[config.mk]
export PLATFORM = sky130hd
export DESIGN_NAME = utf8_symbol_range_checker_unit
export DESIGN_NICKNAME = d
export VERILOG_FILES = /design/src/sv/usrc_pkg.sv /design/src/sv/usrc_classify.sv /design/src/sv/usrc_validate.sv /design/src/sv/usrc_range_compare.sv /design/src/sv/usrc_verdict.sv /design/src/sv/utf8_symbol_range_checker_unit.sv
export SDC_FILE = /design/constraint.sdc
export NUM_CORES = 1
export LEC_CHECK = 0
export ABC_AREA = 0
export BUFFER_PORTS_ARGS = -buffer_cell sky130_fd_sc_hd__buf_2
export CAP_MARGIN = 20
export CORE_AREA = 2 2 174 176
export CTS_BUF_LIST = sky130_fd_sc_hd__clkbuf_4
export DETAILED_ROUTE_END_ITERATION = 12
export DIE_AREA = 0 0 176 178
export PLACE_DENSITY = 0.37
export SYNTH_ARGS = -nofsm -noshare
export SYNTH_HDL_FRONTEND = slang
export SYNTH_SLANG_ARGS = --single-unit
[constraint.sdc]
create_clock -name clock -period 27.6 [get_ports clock]
set_input_delay 2.76 -clock clock [delete_from_list [all_inputs] [get_ports clock]]
set_output_delay 2.76 -clock clock [all_outputs]
set_load 0.03 [all_outputs]
[src/sv/usrc_pkg.sv]
// ----------------------------------------------------------------------------
// usrc_pkg
// Shared types, constants and helpers for the UTF-8 symbol range checker.
// ----------------------------------------------------------------------------
`default_nettype none

package usrc_pkg;

   localparam int unsigned MaxSymbolBytes = 4;
   localparam int unsigned RangeCount     = 7;
   localparam int unsigned CodePointWidth = 21;
   localparam int unsigned LengthWidth    = 3;
   localparam int unsigned RangeIdxWidth  = 3;

   localparam logic [RangeIdxWidth-1:0] NoRange     = 3'd7;
   localparam logic [RangeCount-1:0]    MaskDefault = 7'h7F;

   localparam logic [7:0] LeadMask2 = 8'hE0;
   localparam logic [7:0] LeadCode2 = 8'hC0;
   localparam logic [7:0] LeadMask3 = 8'hF0;
   localparam logic [7:0] LeadCode3 = 8'hE0;
   localparam logic [7:0] LeadMask4 = 8'hF8;
   localparam logic [7:0] LeadCode4 = 8'hF0;
   localparam logic [7:0] ContMask  = 8'hC0;
   localparam logic [7:0] ContCode  = 8'h80;

   localparam logic [2:0] LeadBad  = 3'd0;
   localparam logic [2:0] LeadOne  = 3'd1;
   localparam logic [2:0] LeadTwo  = 3'd2;
   localparam logic [2:0] LeadThree = 3'd3;
   localparam logic [2:0] LeadFour = 3'd4;

   localparam logic [RangeCount-1:0][CodePointWidth-1:0] RangeLo = {
      21'h02F00, 21'h04E00, 21'h03400, 21'h02A00, 21'h027C0, 21'h02200, 21'h03000
   };
   localparam logic [RangeCount-1:0][CodePointWidth-1:0] RangeHi = {
      21'h02FDF, 21'h09FFF, 21'h04DBF, 21'h02AFF, 21'h027EF, 21'h022FF, 21'h0303F
   };

   typedef struct packed {
      logic [3:0][7:0]         bytes;
      logic [3:0][2:0]         lead;
      logic [3:0]              cont;
      logic [LengthWidth-1:0]  len;
      logic                    len_ok;
   } class_type;

   typedef struct packed {
      logic                      ok;
      logic [CodePointWidth-1:0] cp;
   } decode_type;

   typedef struct packed {
      logic                      ok;
      logic [CodePointWidth-1:0] cp;
      logic [RangeCount-1:0]     hit;
   } match_type;

   function automatic logic [2:0] lead_size(input logic [7:0] b);
      logic [2:0] n;
      if (!b[7]) begin
         n = LeadOne;
      end else if ((b & LeadMask2) == LeadCode2) begin
         n = LeadTwo;
      end else if ((b & LeadMask3) == LeadCode3) begin
         n = LeadThree;
      end else if ((b & LeadMask4) == LeadCode4) begin
         n = LeadFour;
      end else begin
         n = LeadBad;
      end
      return n;
   endfunction

   function automatic logic is_cont(input logic [7:0] b);
      return (b & ContMask) == ContCode;
   endfunction

endpackage

`default_nettype wire

[src/sv/usrc_classify.sv]
// ----------------------------------------------------------------------------
// usrc_classify
// First stage: registers the symbol with per-byte lead class and
// continuation flags and the length check.
// ----------------------------------------------------------------------------
`default_nettype none

module usrc_classify (
   input  wire logic                              clock,
   input  wire logic                              reset,
   input  wire logic                              in_valid,
   output logic                                   in_stall,
   input  wire logic [7:0]                        byte_zero,
   input  wire logic [7:0]                        byte_one,
   input  wire logic [7:0]                        byte_two,
   input  wire logic [7:0]                        byte_three,
   input  wire logic [usrc_pkg::LengthWidth-1:0]  symbol_length,
   output logic                                   out_valid,
   input  wire logic                              out_stall,
   output usrc_pkg::class_type                    out_data
);

   logic                valid_ff;
   logic                valid_in;
   usrc_pkg::class_type data_ff;
   usrc_pkg::class_type data_in;
   logic                hold;

   assign hold     = valid_ff & out_stall;
   assign in_stall = hold;
   assign valid_in = hold ? valid_ff : in_valid;

   always_comb begin
      data_in.bytes  = {byte_three, byte_two, byte_one, byte_zero};
      for (int i = 0; i < 4; i++) begin
         data_in.lead[i] = usrc_pkg::lead_size(data_in.bytes[i]);
         data_in.cont[i] = usrc_pkg::is_cont(data_in.bytes[i]);
      end
      data_in.len    = symbol_length;
      data_in.len_ok = (symbol_length != '0) &&
                       ({29'd0, symbol_length} <= usrc_pkg::MaxSymbolBytes);
   end

   always_ff @(posedge clock) begin
      if (reset) begin
         valid_ff <= 1'b0;
      end else begin
         valid_ff <= valid_in;
      end
   end

   always_ff @(posedge clock) begin
      if (!hold && in_valid) begin
         data_ff <= data_in;
      end
   end

   assign out_valid = valid_ff;
   assign out_data  = data_ff;

endmodule

`default_nettype wire

[src/sv/usrc_validate.sv]
// ----------------------------------------------------------------------------
// usrc_validate
// Second stage: walks the sequences within the length and decodes the
// first character's code point.
// ----------------------------------------------------------------------------
`default_nettype none

module usrc_validate (
   input  wire logic                 clock,
   input  wire logic                 reset,
   input  wire logic                 in_valid,
   output logic                      in_stall,
   input  wire usrc_pkg::class_type  in_data,
   output logic                      out_valid,
   input  wire logic                 out_stall,
   output usrc_pkg::decode_type      out_data
);

   logic                 valid_ff;
   logic                 valid_in;
   usrc_pkg::decode_type data_ff;
   usrc_pkg::decode_type data_in;
   logic                 hold;
   logic                 ok;
   logic [2:0]           pos;
   logic [2:0]           n;
   logic [usrc_pkg::CodePointWidth-1:0] cp;

   assign hold     = valid_ff & out_stall;
   assign in_stall = hold;
   assign valid_in = hold ? valid_ff : in_valid;

   always_comb begin
      ok  = in_data.len_ok;
      pos = '0;
      n   = '0;
      for (int step = 0; step < 4; step++) begin
         if (ok && (pos < in_data.len)) begin
            n = in_data.lead[pos[1:0]];
            if ((n == usrc_pkg::LeadBad) ||
                (({1'b0, pos} + {1'b0, n}) > {1'b0, in_data.len})) begin
               ok = 1'b0;
            end else begin
               for (int k = 1; k < 4; k++) begin
                  if ((3'(k) < n) && !in_data.cont[2'(pos + 3'(k))]) begin
                     ok = 1'b0;
                  end
               end
               pos = pos + n;
            end
         end
      end
   end

   always_comb begin
      case (in_data.lead[0])
         usrc_pkg::LeadOne: begin
            cp = {13'd0, in_data.bytes[0]};
         end
         usrc_pkg::LeadTwo: begin
            cp = {10'd0, in_data.bytes[0][4:0], in_data.bytes[1][5:0]};
         end
         usrc_pkg::LeadThree: begin
            cp = {5'd0, in_data.bytes[0][3:0], in_data.bytes[1][5:0],
                  in_data.bytes[2][5:0]};
         end
         usrc_pkg::LeadFour: begin
            cp = {in_data.bytes[0][2:0], in_data.bytes[1][5:0],
                  in_data.bytes[2][5:0], in_data.bytes[3][5:0]};
         end
         default: begin
            cp = '0;
         end
      endcase
      data_in.ok = ok;
      data_in.cp = ok ? cp : '0;
   end

   always_ff @(posedge clock) begin
      if (reset) begin
         valid_ff <= 1'b0;
      end else begin
         valid_ff <= valid_in;
      end
   end

   always_ff @(posedge clock) begin
      if (!hold && in_valid) begin
         data_ff <= data_in;
      end
   end

   assign out_valid = valid_ff;
   assign out_data  = data_ff;

endmodule

`default_nettype wire

[src/sv/usrc_range_compare.sv]
// ----------------------------------------------------------------------------
// usrc_range_compare
// Third stage: compares the code point against every enabled range.
// ----------------------------------------------------------------------------
`default_nettype none

module usrc_range_compare (
   input  wire logic                             clock,
   input  wire logic                             reset,
   input  wire logic [usrc_pkg::RangeCount-1:0]  range_mask,
   input  wire logic                             in_valid,
   output logic                                  in_stall,
   input  wire usrc_pkg::decode_type             in_data,
   output logic                                  out_valid,
   input  wire logic                             out_stall,
   output usrc_pkg::match_type                   out_data
);

   logic                valid_ff;
   logic                valid_in;
   usrc_pkg::match_type data_ff;
   usrc_pkg::match_type data_in;
   logic                hold;

   assign hold     = valid_ff & out_stall;
   assign in_stall = hold;
   assign valid_in = hold ? valid_ff : in_valid;

   always_comb begin
      data_in.ok = in_data.ok;
      data_in.cp = in_data.cp;
      for (int r = 0; r < usrc_pkg::RangeCount; r++) begin
         data_in.hit[r] = in_data.ok && range_mask[r] &&
                          (in_data.cp >= usrc_pkg::RangeLo[r]) &&
                          (in_data.cp <= usrc_pkg::RangeHi[r]);
      end
   end

   always_ff @(posedge clock) begin
      if (reset) begin
         valid_ff <= 1'b0;
      end else begin
         valid_ff <= valid_in;
      end
   end

   always_ff @(posedge clock) begin
      if (!hold && in_valid) begin
         data_ff <= data_in;
      end
   end

   assign out_valid = valid_ff;
   assign out_data  = data_ff;

endmodule

`default_nettype wire

[src/sv/usrc_verdict.sv]
// ----------------------------------------------------------------------------
// usrc_verdict
// Last stage: picks the first matching range and holds the result for the
// response channel.
// ----------------------------------------------------------------------------
`default_nettype none

module usrc_verdict (
   input  wire logic                                  clock,
   input  wire logic                                  reset,
   input  wire logic                                  in_valid,
   output logic                                       in_stall,
   input  wire usrc_pkg::match_type                   in_data,
   output logic                                       rsp_valid,
   input  wire logic                                  rsp_stall,
   output logic                                       rsp_symbol_accepted,
   output logic                                       rsp_utf8_well_formed,
   output logic [usrc_pkg::CodePointWidth-1:0]        rsp_code_point,
   output logic [usrc_pkg::RangeIdxWidth-1:0]         rsp_matched_range
);

   logic                                valid_ff;
   logic                                valid_in;
   logic                                hold;
   logic [usrc_pkg::RangeIdxWidth-1:0]  match_in;
   logic                                accepted_ff;
   logic                                well_formed_ff;
   logic [usrc_pkg::CodePointWidth-1:0] cp_ff;
   logic [usrc_pkg::RangeIdxWidth-1:0]  match_ff;

   assign hold     = valid_ff & rsp_stall;
   assign in_stall = hold;
   assign valid_in = hold ? valid_ff : in_valid;

   // lowest index wins
   always_comb begin
      match_in = usrc_pkg::NoRange;
      for (int r = usrc_pkg::RangeCount - 1; r >= 0; r--) begin
         if (in_data.hit[r]) begin
            match_in = usrc_pkg::RangeIdxWidth'(r);
         end
      end
   end

   always_ff @(posedge clock) begin
      if (reset) begin
         valid_ff <= 1'b0;
      end else begin
         valid_ff <= valid_in;
      end
   end

   always_ff @(posedge clock) begin
      if (!hold && in_valid) begin
         accepted_ff    <= in_data.ok && (match_in != usrc_pkg::NoRange);
         well_formed_ff <= in_data.ok;
         cp_ff          <= in_data.cp;
         match_ff       <= match_in;
      end
   end

   assign rsp_valid            = valid_ff;
   assign rsp_symbol_accepted  = accepted_ff;
   assign rsp_utf8_well_formed = well_formed_ff;
   assign rsp_code_point       = cp_ff;
   assign rsp_matched_range    = match_ff;

endmodule

`default_nettype wire

[src/sv/utf8_symbol_range_checker_unit.sv]
// Stages: classify, validate, range compare and verdict, each registered.
// Throughput: one transaction per cycle; the four stage registers each
// hold while the stage after them is stalled.
// Reset: synchronous, active high; clears all stage valid bits and sets the
// range enable mask to all ranges enabled.
// ----------------------------------------------------------------------------
// utf8_symbol_range_checker_unit
// Checks a one to four byte UTF-8 symbol, decodes its first code point and
// matches it against seven fixed, individually enabled code point ranges.
// ----------------------------------------------------------------------------
`default_nettype none

module utf8_symbol_range_checker_unit (
   input  wire logic                                  clock,
   input  wire logic                                  reset,
   input  wire logic                                  req_valid,
   output logic                                       req_stall,
   input  wire logic [7:0]                            req_byte_zero,
   input  wire logic [7:0]                            req_byte_one,
   input  wire logic [7:0]                            req_byte_two,
   input  wire logic [7:0]                            req_byte_three,
   input  wire logic [usrc_pkg::LengthWidth-1:0]      req_symbol_length,
   output logic                                       rsp_valid,
   input  wire logic                                  rsp_stall,
   output logic                                       rsp_symbol_accepted,
   output logic                                       rsp_utf8_well_formed,
   output logic [usrc_pkg::CodePointWidth-1:0]        rsp_code_point,
   output logic [usrc_pkg::RangeIdxWidth-1:0]         rsp_matched_range,
   input  wire logic                                  csr_valid,
   output logic                                       csr_ready,
   input  wire logic [usrc_pkg::RangeCount-1:0]       csr_range_enable_mask
);

   logic [usrc_pkg::RangeCount-1:0] mask_ff;

   logic                 s1_valid;
   logic                 s1_stall;
   usrc_pkg::class_type  s1_data;
   logic                 s2_valid;
   logic                 s2_stall;
   usrc_pkg::decode_type s2_data;
   logic                 s3_valid;
   logic                 s3_stall;
   usrc_pkg::match_type  s3_data;

   assign csr_ready = 1'b1;

   always_ff @(posedge clock) begin
      if (reset) begin
         mask_ff <= usrc_pkg::MaskDefault;
      end else if (csr_valid && csr_ready) begin
         mask_ff <= csr_range_enable_mask;
      end
   end

   usrc_classify u_classify (
      .clock         (clock),
      .reset         (reset),
      .in_valid      (req_valid),
      .in_stall      (req_stall),
      .byte_zero     (req_byte_zero),
      .byte_one      (req_byte_one),
      .byte_two      (req_byte_two),
      .byte_three    (req_byte_three),
      .symbol_length (req_symbol_length),
      .out_valid     (s1_valid),
      .out_stall     (s1_stall),
      .out_data      (s1_data)
   );

   usrc_validate u_validate (
      .clock     (clock),
      .reset     (reset),
      .in_valid  (s1_valid),
      .in_stall  (s1_stall),
      .in_data   (s1_data),
      .out_valid (s2_valid),
      .out_stall (s2_stall),
      .out_data  (s2_data)
   );

   usrc_range_compare u_range_compare (
      .clock      (clock),
      .reset      (reset),
      .range_mask (mask_ff),
      .in_valid   (s2_valid),
      .in_stall   (s2_stall),
      .in_data    (s2_data),
      .out_valid  (s3_valid),
      .out_stall  (s3_stall),
      .out_data   (s3_data)
   );

   usrc_verdict u_verdict (
      .clock                (clock),
      .reset                (reset),
      .in_valid             (s3_valid),
      .in_stall             (s3_stall),
      .in_data              (s3_data),
      .rsp_valid            (rsp_valid),
      .rsp_stall            (rsp_stall),
      .rsp_symbol_accepted  (rsp_symbol_accepted),
      .rsp_utf8_well_formed (rsp_utf8_well_formed),
      .rsp_code_point       (rsp_code_point),
      .rsp_matched_range    (rsp_matched_range)
   );

endmodule

`default_nettype wire

==> impl_metrics.tcl, run 1 <==
set metrics [dict create \
    hp-class "reg -> reg" \
    drive_gt1_frac 0.219 \
    synth_fp_nets 708 \
    busiest_layer "met2" \
    nFillCells 3049 \
    avgSynthCellArea_sq_um 11.6 \
    cts_resized 0 \
    cts_made_buffers 17 \
    grt.total_usage 0.134 \
    cpPeakStageDelay_ns 0.76 \
    synth_area_leaders "edfxtp_1 (51%), ha_1 (4.8%), dfxtp_1 (3.0%)" \
    powerDensity_mw_per_mm2 61.0 \
    initial_utilization 0.248 \
    hold_violations 0 \
    fp.dieH_um 178 \
    ir_drop_mv 0.0202 \
    gr-usage-met3 0.0251 \
    crit_arrival_ns 12.95 \
    critPathBufInv 7 \
    nets 783 \
    synth_edf_count 123 \
    portBuffers 74 \
    syn_area_sq_mm 0.00729 \
    rows 63 \
    grt_overflow_total 0 \
    critPathMaxFanout 17 \
    die_width_um 176 \
    startpoint_type "flop" \
    clkTransAtPathRegs_ns 0.14 \
    grt_max_degree 47 \
    fin_skew_ns 0.0334 \
    rsz0062_at_grt "no" \
    worst_pin_slew_ns 0.771 \
    wl_per_cell_um 18.4 \
    synth_cells 630 \
    timing.fmax_ghz 0.0793 \
    synthFlopType "edfxtp_1" \
    dp.cells 1076 \
    synth.ff_latch_count 134 \
    dp_hpwl_um 15400 \
    firstDrtPassIters 5 \
    p_leak_nw 3.22 \
    relSlewSlack 0.486 \
    worstSetupPathType "reg -> reg" \
    fp.coreArea_sq_mm 0.0294 \
    drv_slew 0 \
    setup_viol 0 \
    yosysSeqAreaShare 0.537 \
    vias 5406 \
    cts_tree "done" \
    drt_iter0_drc 386 \
    tns_ns 0 \
    yosysUniqueCellTypes 82 \
    cpMostUsedCell "ha_1" \
    post-route-period-util 0.457 \
    grt_use_met2 0.244 \
    wl_um 20400 \
    drc_errors 0 \
    grt_pass1_wl_um 31700 \
    status "complete, no violations" \
    stdcell_count 1109 \
    grt_pass1_vias 5510 \
    synthToLayoutAreaGrowth_pct 15.0 \
    antenna_found_initial 1 \
    vias_per_cell 4.87 \
    post-cts-setup-buffers 0 \
    ant_nets 0 \
    cts.path.max_buffers 2 \
    cts-root-buf "clkbuf_4" \
    cpLargestDelayFamily "compound AO/OA/AOI/OAI gates" \
    cp_slowest_cell "edfxtp_1" \
    htreeDepth 4 \
    use_met1 0.158 \
    die_area_sq_mm 0.0313 \
    clk-insertion-delay-late_ns 0.53 \
    required_ns 27.93 \
    async_reset_ff_frac 0 \
    ios 76 \
    period_needed_ns 12.61 \
    cap_violations 0 \
    gp_congestion 0.857 \
    yosys_warnings 0 \
    synth_top_area_frac 0.506 \
    cts.sinks 134 \
    yosys.area.top_type "edfxtp_1" \
    cp-end-kind "flop" \
    hold_buffers 0 \
]
metal layers:
layer  wire length [um]  vias to the layer above  part of all wire
li1                   -                     2606                 -
met3                670                       24             0.033
met2              10700                      152              0.52
met1               8620                     2624              0.42
met4                442                        0             0.022
met5                  0                        -                 0
worst paths after layout:
kind | start | to | slack [ns] | cells past startpoint
worst min-delay path | u_range_compare.out_data[7] | u_verdict.rsp_code_point[0] | 0.43 | 0
worst min register to register | u_range_compare.out_data[7] | u_verdict.rsp_code_point[0] | 0.43 | 0
worst max register to register | u_classify.out_data[8] | u_validate.out_data[3] | 14.99 | 48
worst max-delay path | u_classify.out_data[8] | u_validate.out_data[3] | 14.99 | 48
sequential cells by signal, summed over array words and instances (netlist names):
| signal | flops |
|---|---|
| u_validate.out_data | 22 |
| u_verdict.rsp_matched_range | 3 |
| u_classify.out_valid | 1 |
| u_range_compare.out_valid | 1 |
| u_verdict.rsp_code_point | 21 |
| u_classify.out_data | 46 |
| u_verdict.rsp_valid | 1 |
| u_verdict.rsp_symbol_accepted | 1 |
| u_verdict.rsp_utf8_well_formed | 1 |
| u_validate.out_valid | 1 |
| mask_ff | 7 |
| u_range_compare.out_data | 29 |
Yosys cell counts, drive strengths merged (12+ instances only):
master,n
buf,15
nand2,35
o21ai,25
a21oi,30
nand3,21
nor3,41
nor2,47
ha,28
edfxtp,123
a31oi,12
a22oi,18
inv,33
nor2b,21
final cells by class:
type                       instances  area [sq um]  share of cell area
inverter                          33           126              0.0151
timing repair buffer              81           430              0.0513
clock buffer                      18           135              0.0161
tap                              390           488              0.0582
clock inverter                    14           150              0.0179
multi-input combinational        438          3140               0.374
sequential                       134          3910               0.467
antenna                            1          2.50            0.000298
worst reg2reg max path, delay by kind of cell, from the launching register on:
| kind | cells | cell delay [ns] |
|---|---|---|
| compound gates | 16 | 4.05 |
| mux | 1 | 0.11 |
| flops | 1 | 0.76 |
| simple gates | 14 | 3.07 |
| buf+inv | 7 | 1.03 |
| fa+ha+maj | 10 | 3.37 |
logic make-up after synthesis:
logic type / Yosys count / share of synthesized area
AND/OR/NAND/NOR: 212 / 0.160
XOR/XNOR: 4 / 0.00480
buffers and inverters: 58 / 0.0355
adder cells (fa/ha/maj): 31 / 0.0563
flip-flops: 134 / 0.537
other: 1 / 0.000514
AO/OA/AOI/OAI: 175 / 0.184
multiplexers: 15 / 0.0228
cells in the final DEF (no fill, tap or decap), types with 6 or more instances in the layout:
| master | n |
|---|---|
| a211o_1 | 11 |
| a211oi_1 | 8 |
| a21o_1 | 11 |
| a21oi_1 | 30 |
| a221oi_1 | 9 |
| a22oi_1 | 18 |
| a31oi_1 | 12 |
| buf_2 | 74 |
| buf_4 | 6 |
| clkbuf_4 | 18 |
| dfxtp_1 | 11 |
| edfxtp_1 | 123 |
| ha_1 | 28 |
| inv_1 | 31 |
| mux2i_1 | 8 |
| nand2_1 | 33 |
| nand3_1 | 20 |
| nand4_1 | 6 |
| nor2_1 | 44 |
| nor2b_1 | 20 |
| nor3_1 | 30 |
| nor3_2 | 11 |
| nor4_1 | 9 |
| o21ai_0 | 21 |
metrics by stage:
stage	util	total power [mW]	hold slack (ns)	worst slack, ns	cell area [sq um]
3_5_place_dp	0.275	0.384	0.405	15.14	8100
2_1_floorplan	-	0.350	0.400	17.00	7290
4_1_cts	0.285	0.518	0.430	15.00	8380
3_3_place_gp	0.275	0.385	0.403	15.34	8080
6_report	0.285	0.511	0.428	14.99	8390
5_1_grt	0.285	0.544	0.430	13.87	8390
report_power, final:
part	leakage, nW	internal [mW]	switching (mW)	total, mW
logic	1.65	0.0541	0.0878	0.142
registers	1.42	0.228	0.0106	0.239
clock network	0.150	0.0556	0.0754	0.131
(Power assumes the default switching activity.)
==> inputs of run 2 (changes only) <==
- clock period: 27.6 -> 12.9 ns (I/O delays scaled with it)
==> run 2 against run 1 <==
Routed wire length rose by 1.9%; global-route usage rose by 0.19 points; first-iteration DRC count fell by 16%; via count rose by 1.5%; combinational power rose by 130%; critical endpoint is now u_validate.out_data[4]; highest routed layer unchanged.
==> impl_metrics.tcl, run 2 (synthesis results as in run 1) <==
set metrics [dict create \
    synthToLayoutAreaGrowth_pct 15.8 \
    grt_pass1_vias 5544 \
    fin_skew_ns 0.0286 \
    status "complete, no violations" \
    drt_iter0_drc 326 \
    tns_ns 0 \
    hold_buffers 0 \
    drc_errors 0 \
    cp-end-kind "flop" \
    p_leak_nw 3.25 \
    hp-class "reg -> reg" \
    crit_arrival_ns 12.24 \
    grt_pass1_wl_um 32200 \
    htreeDepth 4 \
    area.sequential_sq_mm 0.00391 \
    post-route-period-util 0.922 \
    nFillCells 3072 \
    layout_common_cells "edfxtp_1 (123), buf_2 (74), nor2_1 (44), nand2_1 (33)" \
    relSlewSlack 0.537 \
    vias 5488 \
    fp.dieH_um 178 \
    cpPeakStageDelay_ns 0.65 \
    ant_nets 0 \
    rows 63 \
    ir_drop_mv 0.0384 \
    clkTransAtPathRegs_ns 0.13 \
    drv_slew 0 \
    portBuffers 74 \
    timing.fmax_ghz 0.0841 \
    vias_per_cell 4.91 \
    period_needed_ns 11.89 \
    final_util 0.287 \
    final_area_sq_mm 0.00845 \
    setup_viol 0 \
    wl_per_cell_um 18.6 \
    final_common_cell "edfxtp_1" \
    largest_register_ffs 46 \
    cts-root-buf "clkbuf_4" \
    worst_pin_slew_ns 0.689 \
    multi_input_area_sq_mm 0.00316 \
    grt_max_degree 47 \
    die_area_sq_mm 0.0313 \
    drive_gt1_frac 0.235 \
    cts.sinks 134 \
    initial_utilization 0.248 \
    rsz0062_at_grt "no" \
    cpMostUsedCell "ha_1" \
    grt_overflow_total 0 \
    dpl_worst_slack_ns 0.500 \
    finalWorstSetupSlack_ns 1.01 \
    cap_violations 0 \
    clk-insertion-delay-late_ns 0.55 \
    startpoint_type "flop" \
    powerDensity_mw_per_mm2 128 \
    grt.total_usage 0.136 \
    die_width_um 176 \
    worstSetupPathType "reg -> reg" \
    cts_made_buffers 17 \
    critPathMaxFanout 17 \
    nets 793 \
    antenna_found_initial 1 \
    dp_hpwl_um 15700 \
    p_total_mw 1.08 \
    wl_um 20800 \
    gp_congestion 0.853 \
    cts_tree "done" \
    cp_slowest_cell "fa_1" \
    ios 76 \
    fp.coreArea_sq_mm 0.0294 \
    placed_cell_area_sq_mm 0.00812 \
    cts.path.max_buffers 2 \
    firstDrtPassIters 5 \
    required_ns 13.25 \
    hold_violations 0 \
]
## run 2: changes by cell type in the layout (fill, tap and decap cells not counted), sizes merged
cell / change
buf: +10
bufinv: -1
clkinv: +5
inv: -5
## run 2: worst paths after layout
kind | from | end | slack [ns] | depth (start not counted)
max | u_classify.out_data[3] | u_validate.out_data[4] | 1.01 | 45
min | u_range_compare.out_data[27] | u_verdict.rsp_code_point[20] | 0.43 | 0
max reg2reg | u_classify.out_data[3] | u_validate.out_data[4] | 1.01 | 45
min reg2reg | u_range_compare.out_data[27] | u_verdict.rsp_code_point[20] | 0.43 | 0
## run 2: worst max-delay path, delay by kind of cell (launching register included)
kind / cells / cell delay (ns)
AOI/OAI and AO/OA: 19 / 4.50
adders and majority gates: 8 / 3.15
buffers and inverters: 7 / 0.85
DFF: 1 / 0.52
muxes: 2 / 0.43
and+or+nand+nor: 9 / 2.23
## run 2: cell type report
cell class,instances,area share
antenna,1,0.000296
clock buffer,18,0.0160
clock inverter,13,0.0130
inverter,33,0.0158
multi-input combinational,438,0.374
sequential,134,0.463
tap,390,0.0578
timing repair buffer,91,0.0598
## run 2: power by group
| part | internal, mW | switching, mW | leakage, nW |
|---|---|---|---|
| logic | 0.122 | 0.198 | 1.69 |
| registers | 0.488 | 0.0185 | 1.42 |
| clock network | 0.0958 | 0.156 | 0.139 |
| total | 0.706 | 0.372 | 3.25 |
## run 2: per-layer routing
| metal | GRT usage | up-vias | routed length, um | share of wire |
|---|---|---|---|---|
| met2 | 0.250 | 114 | 10900 | 0.53 |
| li1 | - | 2632 | - | - |
| met5 | 0 | - | 0 | 0 |
| met4 | 0.0506 | 0 | 416 | 0.020 |
| met1 | 0.159 | 2718 | 8880 | 0.43 |
| met3 | 0.0213 | 24 | 543 | 0.026 |
## run 2: metrics by stage
stage / instances / hold WS (ns)
floorplan: 630 / 0.400
global placement: 1078 / 0.403
detailed placement: 1079 / 0.405
CTS: 1110 / 0.430
global route: 1118 / 0.437
finish: 1118 / 0.425
## run 2: repair_timing
item                                    CTS  global route
setup buffers                             0             7
resized for setup                         0             7
endpoints found under the setup margin    0            22
==> inputs of run 3 (changes only) <==
- CORE_AREA: 2 2 174 176 -> 2 2 131 133
- DIE_AREA: 0 0 176 178 -> 0 0 133 135
- PLACE_DENSITY: 0.37 -> 0.6
==> run 3 against run 2 <==
Combinational power is 3% lower; final cell count is 16% lower; largest cell class unchanged; global-route usage is 7.5 points higher; maximum frequency is 1.3% lower; critical path type unchanged.
==> impl_metrics.tcl, run 3 (synthesis results as in run 1) <==
set metrics [dict create \
    status "complete, no violations" \
    timing.fmax_ghz 0.0830 \
    dp_hpwl_um 13700 \
    gp_congestion 0.899 \
    cpMostUsedCell "ha_1" \
    wl_met3_um 724 \
    grt_max_degree 47 \
    initial_utilization 0.445 \
    startpoint_type "flop" \
    cpPeakStageDelay_ns 0.62 \
    grt_pass1_wl_um 29100 \
    layout_common_cells "edfxtp_1 (123), buf_2 (74), nor2_1 (44), nand2_1 (33), inv_1 (31)" \
    wl_um 18300 \
    cp-end-kind "flop" \
    crit_arrival_ns 12.39 \
    drive_gt1_frac 0.222 \
    final_common_cell "edfxtp_1" \
    htreeDepth 4 \
    highest_layer "met4" \
    grt_overflow_total 0 \
    cts-root-buf "clkbuf_4" \
    dp.cells 908 \
    die_area_sq_mm 0.0180 \
    tns_ns 0 \
    ir_drop_mv 0.0533 \
    fp.dieH_um 135 \
    cts.path.max_buffers 2 \
    grt_pass1_vias 5582 \
    drv_slew 0 \
    rows 47 \
    firstDrtPassIters 5 \
    post-route-period-util 0.934 \
    synthToLayoutAreaGrowth_pct 12.3 \
    required_ns 13.24 \
    die_width_um 133 \
    period_needed_ns 12.04 \
    ios 76 \
    vias 5499 \
    worst_pin_slew_ns 0.735 \
    relSlewSlack 0.506 \
    antenna_found_initial 1 \
    cap_violations 0 \
    vias_per_cell 5.84 \
    powerDensity_mw_per_mm2 132 \
    nets 787 \
    setup_viol 0 \
    cts_made_buffers 17 \
    drc_errors 0 \
    wl_met1_um 7400 \
    critPathMaxFanout 17 \
    nFillCells 1501 \
    drt_iter0_drc 536 \
    wl_met2_um 9430 \
    p_total_mw 1.08 \
    hp-class "reg -> reg" \
    wl_per_cell_um 19.4 \
    worstSetupPathType "reg -> reg" \
    cts.sinks 134 \
    clkTransAtPathRegs_ns 0.12 \
    clk-insertion-delay-late_ns 0.52 \
    cp_slowest_cell "fa_1" \
    stdcell_count 942 \
    fin_skew_ns 0.0181 \
    final_util 0.499 \
    rsz0062_at_grt "no" \
    hold_buffers 0 \
    portBuffers 74 \
    fp.coreArea_sq_mm 0.0164 \
    hold_violations 0 \
    grt.total_usage 0.211 \
    cts_tree "done" \
    largest_register_ffs 46 \
    ant_nets 0 \
    p_leak_nw 3.24 \
]
-- run 3: report_power, final --
| part | switching (mW) | total, mW | internal (mW) |
|---|---|---|---|
| Combinational | 0.192 | 0.309 | 0.118 |
| Clock | 0.149 | 0.265 | 0.115 |
| Sequential | 0.0185 | 0.506 | 0.488 |
| Total | 0.360 | 1.08 | 0.721 |
-- run 3: cell type report --
cell class	count	area, sq um	share of cell area
antenna	1	2.50	0.000306
clock buffer	18	135	0.0165
clock inverter	13	134	0.0163
inverter	33	126	0.0154
multi-input combinational	438	3140	0.384
sequential	134	3910	0.478
tap	220	275	0.0336
timing repair buffer	85	460	0.0562
-- run 3: path summary, 6_finish.rpt --
kind	slack (ns)	startpoint	cells past startpoint	endpoint
setup / recovery	0.86	u_classify.out_data[3]	48	u_validate.out_data[3]
hold / removal	0.43	u_range_compare.out_data[12]	0	u_verdict.rsp_code_point[5]
setup reg to reg	0.86	u_classify.out_data[3]	48	u_validate.out_data[3]
hold reg to reg	0.43	u_range_compare.out_data[12]	0	u_verdict.rsp_code_point[5]
-- run 3: worst max-delay path: cells and delay by family, from the launching register on --
family,cells,cell delay [ns]
AOI/OAI and AO/OA,18,4.63
adders and majority gates,10,3.31
and+or+nand+nor,12,2.46
buffers and inverters,7,0.85
DFF,1,0.47
muxes,1,0.12
-- run 3: metal layers --
layer | global-route usage | up-vias
li1 | - | 2622
met1 | 0.245 | 2640
met2 | 0.379 | 189
met3 | 0.0300 | 48
met4 | 0.115 | 0
met5 | 0 | -
-- run 3: timing repair --
item / CTS / global route
resized for setup: 0 / 1
buffers inserted: 0 / 2
setup endpoints to repair: 0 / 22
-- run 3: per-stage QoR --
| stage | cell area [sq um] | hold WS, ns | worst slack, ns |
|---|---|---|---|
| 2_1_floorplan | 7290 | 0.400 | 2.30 |
| 3_3_place_gp | 7890 | 0.400 | 1.31 |
| 3_5_place_dp | 7900 | 0.405 | 0.795 |
| 4_1_cts | 8170 | 0.430 | 0.742 |
| 5_1_grt | 8190 | 0.438 | 0.0139 |
| 6_report | 8190 | 0.428 | 0.857 |
